<file path="src/deq_pkg.sv">
// ---------------------------------------------------------------------------
// deq_pkg: shared definitions for the double-ended queue
// Request codes, field widths and the command/status structs that join the
// controller and the datapath.
// ---------------------------------------------------------------------------
package deq_pkg;

    // Default number of entries held by the queue
    localparam int DEPTH_DEF = 64;

    // Field widths
    localparam int REQ_W     = 3;
    localparam int DATA_W    = 32;
    localparam int CNT_OUT_W = 7;
    localparam int M_DATA_W  = 2 * DATA_W + 1 + 2 * CNT_OUT_W + 1;

    // Request codes (6 and 7 act as a query)
    localparam logic [REQ_W-1:0] REQ_PUSH_FRONT = 3'd0;
    localparam logic [REQ_W-1:0] REQ_PUSH_BACK  = 3'd1;
    localparam logic [REQ_W-1:0] REQ_POP_FRONT  = 3'd2;
    localparam logic [REQ_W-1:0] REQ_POP_BACK   = 3'd3;
    localparam logic [REQ_W-1:0] REQ_DELETE     = 3'd4;
    localparam logic [REQ_W-1:0] REQ_QUERY      = 3'd5;

    // Controller to datapath
    typedef struct packed {
        logic take;        // latch the input transfer
        logic push_front;
        logic push_back;
        logic pop_front;
        logic pop_back;
        logic del_init;    // clear the compaction counters
        logic del_step;    // one compaction cycle
        logic cap_front;   // capture read data as front value
        logic cap_back;    // capture read data as back value
        logic out_load;    // load the result register
    } deq_cmd_t;

    // Datapath to controller
    typedef struct packed {
        logic [REQ_W-1:0] req;
        logic             scan_done;  // every held entry has been read
        logic             rd_pend;    // a compaction read is in flight
        logic             out_free;   // result register can take a new result
        logic             is_full;
        logic             is_empty;
    } deq_stat_t;

endpackage

</file>
<file path="src/deq_ram.sv">
// ---------------------------------------------------------------------------
// deq_ram: generic simple dual-port RAM
// One write port, one read port, registered read data, no reset.
// ---------------------------------------------------------------------------
module deq_ram #(
    parameter int WIDTH = 32,
    parameter int DEPTH = 64
) (
    input  logic                                  aclk,
    input  logic                                  we,
    input  logic [((DEPTH > 1) ? $clog2(DEPTH) : 1)-1:0] waddr,
    input  logic [WIDTH-1:0]                      wdata,
    input  logic [((DEPTH > 1) ? $clog2(DEPTH) : 1)-1:0] raddr,
    output logic [WIDTH-1:0]                      rdata
);

    logic [WIDTH-1:0] mem [DEPTH];

    // Write port and registered read port
    always_ff @(posedge aclk) begin
        if (we) begin
            mem[waddr] <= wdata;
        end
        rdata <= mem[raddr];
    end

endmodule

</file>
<file path="src/deq_ctrl.sv">
// ---------------------------------------------------------------------------
// deq_ctrl: request sequencer for the double-ended queue
// Accepts one request, steps the datapath through it and hands the result
// to the output register.
// ---------------------------------------------------------------------------
module deq_ctrl (
    input  logic                aclk,
    input  logic                aresetn,
    input  logic                s_tvalid,
    output logic                s_tready,
    input  deq_pkg::deq_stat_t  stat,
    output deq_pkg::deq_cmd_t   cmd
);

    localparam logic [2:0] S_IDLE = 3'd0;
    localparam logic [2:0] S_EXEC = 3'd1;
    localparam logic [2:0] S_RDF  = 3'd2;
    localparam logic [2:0] S_RDB  = 3'd3;
    localparam logic [2:0] S_DEL  = 3'd4;
    localparam logic [2:0] S_RESP = 3'd5;

    logic [2:0] state_reg;
    logic [2:0] state_next;

    assign s_tready = (state_reg == S_IDLE);

    // Next state and commands
    always_comb begin
        state_next = state_reg;
        cmd        = '0;
        unique case (state_reg)
            S_IDLE: begin
                if (s_tvalid) begin
                    cmd.take   = 1'b1;
                    state_next = S_EXEC;
                end
            end
            S_EXEC: begin
                unique case (stat.req)
                    deq_pkg::REQ_PUSH_FRONT: begin
                        cmd.push_front = 1'b1;
                        state_next     = S_RESP;
                    end
                    deq_pkg::REQ_PUSH_BACK: begin
                        cmd.push_back = 1'b1;
                        state_next    = S_RESP;
                    end
                    deq_pkg::REQ_POP_FRONT: begin
                        cmd.pop_front = 1'b1;
                        state_next    = S_RDF;
                    end
                    deq_pkg::REQ_POP_BACK: begin
                        cmd.pop_back = 1'b1;
                        state_next   = S_RDB;
                    end
                    deq_pkg::REQ_DELETE: begin
                        cmd.del_init = 1'b1;
                        state_next   = S_DEL;
                    end
                    default: begin
                        // query and unused codes
                        state_next = S_RESP;
                    end
                endcase
            end
            S_RDF: begin
                cmd.cap_front = 1'b1;
                state_next    = S_RESP;
            end
            S_RDB: begin
                cmd.cap_back = 1'b1;
                state_next   = S_RESP;
            end
            S_DEL: begin
                cmd.del_step = 1'b1;
                if (stat.scan_done && !stat.rd_pend) begin
                    state_next = S_RESP;
                end
            end
            S_RESP: begin
                if (stat.out_free) begin
                    cmd.out_load = 1'b1;
                    state_next   = S_IDLE;
                end
            end
            default: begin
                state_next = S_IDLE;
            end
        endcase
    end

    always_ff @(posedge aclk) begin
        if (!aresetn) begin
            state_reg <= S_IDLE;
        end else begin
            state_reg <= state_next;
        end
    end

endmodule

</file>
<file path="src/deq_dp.sv">
// ---------------------------------------------------------------------------
// deq_dp: double-ended queue datapath
// Ring buffer pointers, cached end values, entry memory, compaction counters
// and the result register.
// ---------------------------------------------------------------------------
module deq_dp #(
    parameter int DEPTH = deq_pkg::DEPTH_DEF
) (
    input  logic                          aclk,
    input  logic                          aresetn,
    input  logic [deq_pkg::DATA_W-1:0]    s_tdata,
    input  logic [deq_pkg::REQ_W-1:0]     s_tuser,
    input  logic                          m_tready,
    output logic                          m_tvalid,
    output logic [deq_pkg::M_DATA_W-1:0]  m_tdata,
    input  deq_pkg::deq_cmd_t             cmd,
    output deq_pkg::deq_stat_t            stat
);

    localparam int AW    = (DEPTH > 1) ? $clog2(DEPTH) : 1;
    localparam int CNT_W = $clog2(DEPTH + 1);
    localparam int SUM_W = CNT_W + 1;
    localparam int DW    = deq_pkg::DATA_W;
    localparam int OW    = deq_pkg::CNT_OUT_W;

    // Store index of the entry at offset off from the front
    function automatic logic [AW-1:0] slot_of(input logic [AW-1:0] base,
                                              input logic [CNT_W-1:0] off);
        logic [SUM_W-1:0] s;
        s = SUM_W'(base) + SUM_W'(off);
        if (s >= SUM_W'(DEPTH)) begin
            s = s - SUM_W'(DEPTH);
        end
        return s[AW-1:0];
    endfunction

    // Count to the 7-bit result field
    function automatic logic [OW-1:0] to_out(input logic [CNT_W-1:0] c);
        logic [CNT_W+OW-1:0] wide;
        wide = {{OW{1'b0}}, c};
        return wide[OW-1:0];
    endfunction

    logic [deq_pkg::REQ_W-1:0]   req_reg, req_next;
    logic [DW-1:0]               val_reg, val_next;
    logic [AW-1:0]               fp_reg, fp_next;
    logic [CNT_W-1:0]            cnt_reg, cnt_next;
    logic [DW-1:0]               front_reg, front_next;
    logic [DW-1:0]               back_reg, back_next;
    logic                        ovf_reg, ovf_next;
    logic [CNT_W-1:0]            rem_reg, rem_next;
    logic [CNT_W-1:0]            scan_reg, scan_next;
    logic [CNT_W-1:0]            kept_reg, kept_next;
    logic                        pend_reg, pend_next;
    logic                        mval_reg, mval_next;
    logic [deq_pkg::M_DATA_W-1:0] mdata_reg, mdata_next;

    logic          we;
    logic [AW-1:0] waddr;
    logic [DW-1:0] wdata;
    logic [AW-1:0] raddr;
    logic [DW-1:0] rdata;
    logic [AW-1:0] fp_dec;
    logic          is_full;
    logic          is_empty;
    logic          scan_done;

    assign is_full   = (cnt_reg == CNT_W'(DEPTH));
    assign is_empty  = (cnt_reg == '0);
    assign scan_done = (scan_reg == cnt_reg);
    assign fp_dec    = (fp_reg == '0) ? AW'(DEPTH - 1) : fp_reg - AW'(1);

    // Status back to the controller
    always_comb begin
        stat.req       = req_reg;
        stat.scan_done = scan_done;
        stat.rd_pend   = pend_reg;
        stat.out_free  = !mval_reg || m_tready;
        stat.is_full   = is_full;
        stat.is_empty  = is_empty;
    end

    // Entry memory
    deq_ram #(
        .WIDTH (DW),
        .DEPTH (DEPTH)
    ) u_ram (
        .aclk  (aclk),
        .we    (we),
        .waddr (waddr),
        .wdata (wdata),
        .raddr (raddr),
        .rdata (rdata)
    );

    // Request execution
    always_comb begin
        req_next   = req_reg;
        val_next   = val_reg;
        fp_next    = fp_reg;
        cnt_next   = cnt_reg;
        front_next = front_reg;
        back_next  = back_reg;
        ovf_next   = ovf_reg;
        rem_next   = rem_reg;
        scan_next  = scan_reg;
        kept_next  = kept_reg;
        pend_next  = pend_reg;
        mval_next  = mval_reg;
        mdata_next = mdata_reg;
        we         = 1'b0;
        waddr      = slot_of(fp_reg, cnt_reg);
        wdata      = val_reg;
        raddr      = slot_of(fp_reg, scan_reg);

        if (cmd.take) begin
            req_next = s_tuser;
            val_next = s_tdata;
            ovf_next = 1'b0;
            rem_next = '0;
        end

        // Push at the front: step the front pointer back, then write
        if (cmd.push_front) begin
            if (is_full) begin
                ovf_next = 1'b1;
            end else begin
                we         = 1'b1;
                waddr      = fp_dec;
                fp_next    = fp_dec;
                cnt_next   = cnt_reg + CNT_W'(1);
                front_next = val_reg;
                if (is_empty) begin
                    back_next = val_reg;
                end
            end
        end

        // Push at the back: write just past the last entry
        if (cmd.push_back) begin
            if (is_full) begin
                ovf_next = 1'b1;
            end else begin
                we        = 1'b1;
                cnt_next  = cnt_reg + CNT_W'(1);
                back_next = val_reg;
                if (is_empty) begin
                    front_next = val_reg;
                end
            end
        end

        // Pops read the new end entry; it lands in the next cycle
        if (cmd.pop_front) begin
            raddr = slot_of(fp_reg, CNT_W'(1));
            if (!is_empty) begin
                fp_next  = slot_of(fp_reg, CNT_W'(1));
                cnt_next = cnt_reg - CNT_W'(1);
            end
        end
        if (cmd.pop_back) begin
            raddr = slot_of(fp_reg, cnt_reg - CNT_W'(2));
            if (!is_empty) begin
                cnt_next = cnt_reg - CNT_W'(1);
            end
        end
        if (cmd.cap_front) begin
            front_next = rdata;
        end
        if (cmd.cap_back) begin
            back_next = rdata;
        end

        // Delete: read every entry in order, write back the survivors packed
        if (cmd.del_init) begin
            scan_next = '0;
            kept_next = '0;
            pend_next = 1'b0;
        end
        if (cmd.del_step) begin
            if (pend_reg && (rdata != val_reg)) begin
                we        = 1'b1;
                waddr     = slot_of(fp_reg, kept_reg);
                wdata     = rdata;
                kept_next = kept_reg + CNT_W'(1);
                back_next = rdata;
                if (kept_reg == '0) begin
                    front_next = rdata;
                end
            end
            if (!scan_done) begin
                scan_next = scan_reg + CNT_W'(1);
                pend_next = 1'b1;
            end else begin
                pend_next = 1'b0;
            end
            if (scan_done && !pend_reg) begin
                cnt_next = kept_reg;
                rem_next = cnt_reg - kept_reg;
            end
        end

        // Result register
        if (mval_reg && m_tready) begin
            mval_next = 1'b0;
        end
        if (cmd.out_load) begin
            mval_next = 1'b1;
            mdata_next = {ovf_reg, to_out(rem_reg), to_out(cnt_reg), is_empty,
                          is_empty ? {DW{1'b1}} : back_reg,
                          is_empty ? {DW{1'b1}} : front_reg};
        end
    end

    // Control state
    always_ff @(posedge aclk) begin
        if (!aresetn) begin
            fp_reg   <= '0;
            cnt_reg  <= '0;
            pend_reg <= 1'b0;
            mval_reg <= 1'b0;
        end else begin
            fp_reg   <= fp_next;
            cnt_reg  <= cnt_next;
            pend_reg <= pend_next;
            mval_reg <= mval_next;
        end
    end

    // Payload
    always_ff @(posedge aclk) begin
        req_reg   <= req_next;
        val_reg   <= val_next;
        front_reg <= front_next;
        back_reg  <= back_next;
        ovf_reg   <= ovf_next;
        rem_reg   <= rem_next;
        scan_reg  <= scan_next;
        kept_reg  <= kept_next;
        mdata_reg <= mdata_next;
    end

    assign m_tvalid = mval_reg;
    assign m_tdata  = mdata_reg;

endmodule

</file>
<file path="src/double_ended_queue_with_value_delete_top.sv">
// ---------------------------------------------------------------------------
// double_ended_queue_with_value_delete_top: bounded double-ended queue
// Ring-buffer deque of 32-bit values with push/pop at both ends, in-order
// removal of all entries equal to a value, and a status result per request.
// ---------------------------------------------------------------------------
// Each request on the s_ side yields exactly one result on the m_ side. The
// block handles one request at a time. A push or query passes from accept
// through the execute and response states, and a pop also passes a read
// state, since the new end entry comes out of the entry memory's registered
// read port. A delete loops in its own state while the compaction streams
// every held entry through the single read port and writes survivors back
// one per cycle. The result register lets the next request be accepted
// while a result is still waiting to be taken. A push into a full queue is
// refused and flagged by overflow; a pop on an empty queue changes nothing.
module double_ended_queue_with_value_delete_top #(
    parameter int DEPTH = deq_pkg::DEPTH_DEF
) (
    input  logic        aclk,
    input  logic        aresetn,
    input  logic        s_tvalid,
    output logic        s_tready,
    input  logic [31:0] s_tdata,   // [31:0] value
    input  logic [2:0]  s_tuser,   // [2:0] req_type
    output logic        m_tvalid,
    input  logic        m_tready,
    output logic [79:0] m_tdata    // [31:0] front_value, [63:32] back_value,
                                   // [64] is_empty, [71:65] entry_count,
                                   // [78:72] removed_count, [79] overflow
);

    deq_pkg::deq_cmd_t  cmd;
    deq_pkg::deq_stat_t stat;

    deq_ctrl u_ctrl (
        .aclk     (aclk),
        .aresetn  (aresetn),
        .s_tvalid (s_tvalid),
        .s_tready (s_tready),
        .stat     (stat),
        .cmd      (cmd)
    );

    deq_dp #(
        .DEPTH (DEPTH)
    ) u_dp (
        .aclk     (aclk),
        .aresetn  (aresetn),
        .s_tdata  (s_tdata),
        .s_tuser  (s_tuser),
        .m_tready (m_tready),
        .m_tvalid (m_tvalid),
        .m_tdata  (m_tdata),
        .cmd      (cmd),
        .stat     (stat)
    );

    // The queue cannot be full and empty at once
    assert property (@(posedge aclk) disable iff (!aresetn)
        !(stat.is_full && stat.is_empty))
        else $error("queue reports full and empty together");

    // A refused push only happens with the queue at capacity
    assert property (@(posedge aclk) disable iff (!aresetn)
        (m_tvalid && m_tdata[79]) |-> (m_tdata[71:65] == 7'(DEPTH)))
        else $error("overflow reported below capacity");

    // An empty result shows all ones at both ends
    assert property (@(posedge aclk) disable iff (!aresetn)
        (m_tvalid && m_tdata[64]) |-> (m_tdata[63:0] == {64{1'b1}}))
        else $error("empty result with end values not all ones");

    // Removal and overflow never come from the same request
    assert property (@(posedge aclk) disable iff (!aresetn)
        (m_tvalid && (m_tdata[78:72] != 7'd0)) |-> !m_tdata[79])
        else $error("removed count and overflow both set");

endmodule

</file>
<file path="config.mk">
export PLATFORM = sky130hd
export DESIGN_NAME = double_ended_queue_with_value_delete_top
export DESIGN_NICKNAME = d
export VERILOG_FILES = /design/src/deq_pkg.sv /design/src/deq_ram.sv /design/src/deq_ctrl.sv /design/src/deq_dp.sv /design/src/double_ended_queue_with_value_delete_top.sv
export SDC_FILE = /design/constraint.sdc
export NUM_CORES = 2
export LEC_CHECK = 0
export BUFFER_PORTS_ARGS = -buffer_cell sky130_fd_sc_hd__buf_4
export CAP_MARGIN = 15
export CELL_PAD_IN_SITES_DETAIL_PLACEMENT = 0
export CELL_PAD_IN_SITES_GLOBAL_PLACEMENT = 2
export CORE_ASPECT_RATIO = 0.7
export CORE_UTILIZATION = 50
export CTS_CLUSTER_SIZE = 20
export DETAILED_ROUTE_END_ITERATION = 8
export GPL_TIMING_DRIVEN = 1
export PLACE_DENSITY_LB_ADDON = 0.1
export SYNTH_ARGS = -nofsm -noshare
export SYNTH_HDL_FRONTEND = slang
export SYNTH_HIERARCHICAL = 1
export SYNTH_SLANG_ARGS = --single-unit
</file>
<file path="constraint.sdc">
create_clock -name aclk -period 12.3 [get_ports aclk]
set_input_delay 1.845 -clock aclk [delete_from_list [all_inputs] [get_ports aclk]]
set_output_delay 1.845 -clock aclk [all_outputs]
set_load 0.02 [all_outputs]
</file>
==> summary.log <==
qor: cells_and_area.largest_register_ff_count 2,048
qor: die.num_io_pins 121
qor: global_route.antenna_violations_before_repair 18
qor: timing.fmax 170 MHz
qor: logic_synthesis.synth.yosys.warnings 6
qor: logic_synthesis.synthesis.nets 4,358
qor: placed_design.port_bufs 120
qor: die.core_area 178,000 µm²
qor: worst_setup_path.category_of_the_most_critical_setup_path flop to flop
qor: timing.report.final.hold_viol_count 0
qor: timing.setup_viol 0
qor: placed_design.detailed_place_hpwl 142 mm
qor: logic_synthesis.netlist_instances 4,279
qor: clock_network.post_cts_buffers 0
qor: global_route.global_route_wire_length_before_repair 342 mm
qor: drt.post_drt_wl_per_cell 34.7 µm
qor: worst_setup_path.crit_path_start_kind flop
qor: cells_and_area.largest_register u_dp/u_ram/mem
qor: global_route.grt_start_max_net_pins 110
qor: timing.tightest_slew 1270 ps
qor: drt.vias_per_cell 6.23
qor: placed_design.detailed_place.area 94,400 µm²
qor: worst_setup_path.worst_ep_required_time 12,990 ps
qor: worst_setup_path.critical_path_fanouts_max 35
qor: worst_hold_path.whs_endpoint u_dp/m_tdata[75]$_DFFE_PP_
qor: clock_network.htreeDepth 4
qor: cells_and_area.layout-drive-gt1-share 30.3%
qor: cells_and_area.final.fill_count 13,200
qor: clock_network.cts-buffers-inserted 207
qor: worst_setup_path.timing.reg2reg.worst_path_depth 11
qor: timing.slew-limit-headroom 15.4%
qor: worst_hold_path.timing.hold.worst.class flop to flop
qor: worst_setup_path.reg2reg_slack 6430 ps
qor: clock_network.cts_num_sinks 2,299
qor: timing.timing.final.max_slew_violations 0
qor: die.fp.dieArea 181,000 µm²
qor: clock_network.cts.root.buffer_cell sky130_fd_sc_hd__clkbuf_16
qor: placed_design.routabilityCongestion 0.807
qor: drt.route.vias.total 44,100
qor: clock_network.clockBufferDepth 3
qor: worst_setup_path.r2r_start u_ctrl/state_reg[0]$_SDFFE_PN0P_
qor: clock_network.worst_skew_pair.late_latency 860 ps
qor: worst_hold_path.worst_hold_stages 0
qor: power_and_ir_drop.cellPowerDensity 237 nW/µm²
qor: worst_setup_path.crit_arrival 6560 ps
qor: die.floorplan.rows 129
qor: drt.initial_drc_count 5,901
qor: cells_and_area.final_cell_mix sky130_fd_sc_hd__edfxtp_1, sky130_fd_sc_hd__mux4_2, sky130_fd_sc_hd__buf_4
qor: die.die-height 357 µm
qor: power_and_ir_drop.leakagePower 31.8 nW
qor: drt.ant_nets 0
qor: clock_network.path_clk_slew 60 ps
qor: power_and_ir_drop.peakVddDrop 0.000340 V
qor: clock_network.postCtsResizedCells 0
qor: job.timing.max_cap.violations 0
qor: timing.part_of_the_cycle_the_worst_path_needs 47.8%
qor: clock_network.hold_buffers 0
qor: global_route.globalRouteTotalUtil 27.4%
qor: drt.drt-pass1-iter-count 7
qor: timing.finalSetupTns 0 ps
qor: drt.remaining_drc_errors 0
qor: die.die_w 509 µm
qor: cells_and_area.layout.cells.most_common sky130_fd_sc_hd__edfxtp_1
qor: run_status.outcome finished clean
qor: worst_setup_path.timing.rr.end u_dp/u_ram/rdata[31]$_DFF_P_
qor: worst_setup_path.crit_end_element flop
qor: cells_and_area.area_delta_synth_final 12.7%
qor: global_route.global_route.overflow_total 0
qor: cells_and_area.layout.cell_area.non_filler 101,000 µm²
qor: drt.finalWirelength 245 mm
qor: timing.final_period_minus_worst_setup_slack 5870 ps
qor: die.initial_standard_cell_utilization_of_the_core 50.6%
qor: worst_hold_path.worst_min_path_start u_dp/rem_reg[3]$_DFF_P_
qor: cells_and_area.num-nets-final 4,612
qor: clock_network.tritoncts_clock_tree done
qor: global_route.grt_pass1_vias 43,700
qor: timing.timing.clock.skew 55.2 ps
qor: timing.rsz_0062_raised_after_global_routing no
qor: logic_synthesis.synthesis.area 89,900 µm²
qor: logic_synthesis.syn-mean-instance-area 21.0 µm²
[routing by layer]
layer  part of all wire, %  GRT usage (%)  up-vias
met1                    42           40.7    23600
met2                    44           39.7     1983
met5                 0.089              0        -
met3                    12           9.25      256
met4                   1.8           5.41        2
li1                      -              -    18200
[worst max path at each step]
stage                                     start                              end  depth (start not counted)
5_1_grt        u_ctrl/state_reg[0]$_SDFFE_PN0P_     u_dp/u_ram/rdata[31]$_DFF_P_                         11
4_1_cts        u_ctrl/state_reg[0]$_SDFFE_PN0P_     u_dp/u_ram/rdata[31]$_DFF_P_                         11
3_5_place_dp   u_ctrl/state_reg[0]$_SDFFE_PN0P_     u_dp/u_ram/rdata[31]$_DFF_P_                         11
3_3_place_gp   u_ctrl/state_reg[0]$_SDFFE_PN0P_     u_dp/u_ram/rdata[17]$_DFF_P_                         10
2_1_floorplan  u_ctrl/state_reg[1]$_SDFFE_PN0P_  u_dp/u_ram/mem[48][0]$_DFFE_PP_                         12
6_report       u_ctrl/state_reg[0]$_SDFFE_PN0P_     u_dp/u_ram/rdata[31]$_DFF_P_                         11
[cell type report]
cell class	count	area, µm²	share of cell area (%)
Antenna cell	5	12.5	0.0124
Clock buffer	263	5450	5.38
Clock inverter	123	1340	1.32
Inverter	34	128	0.126
Multi-Input combinational cell	1713	21500	21.2
Sequential cell	2299	67700	66.8
Tap cell	2358	2950	2.91
Timing Repair Buffer	278	2240	2.21
[critical path: stages (launching register included)]
cell                      delay [ps]
sky130_fd_sc_hd__dfxtp_1         470
sky130_fd_sc_hd__or3b_1          520
sky130_fd_sc_hd__nor2_1          160
sky130_fd_sc_hd__and2_1          700
sky130_fd_sc_hd__nand2_1         210
sky130_fd_sc_hd__o21ai_4         280
sky130_fd_sc_hd__buf_4           690
sky130_fd_sc_hd__buf_4           640
sky130_fd_sc_hd__mux4_2          600
sky130_fd_sc_hd__mux4_2          620
sky130_fd_sc_hd__o22ai_1         640
sky130_fd_sc_hd__nor2_1          100
[power by group]
part | internal (W) | switching (W)
combinational | 0.00341 | 0.00469
sequential | 0.00911 | 0.000356
clock | 0.00355 | 0.00294
total | 0.0161 | 0.00798
[per-stage QoR]
stage	std cells	hold slack (ps)	utilization (%)	worst slack [ps]	power [W]
after global routing	7070	451	57.0	6220	0.0250
after floorplan	4279	406	-	6930	0.0148
after CTS	7063	430	57.0	6380	0.0242
final	7073	431	57.0	6430	0.0241
after detailed placement	6677	415	53.2	6380	0.0177
after global placement	6675	420	53.2	6330	0.0177
Power figures use the tool's default switching activity.
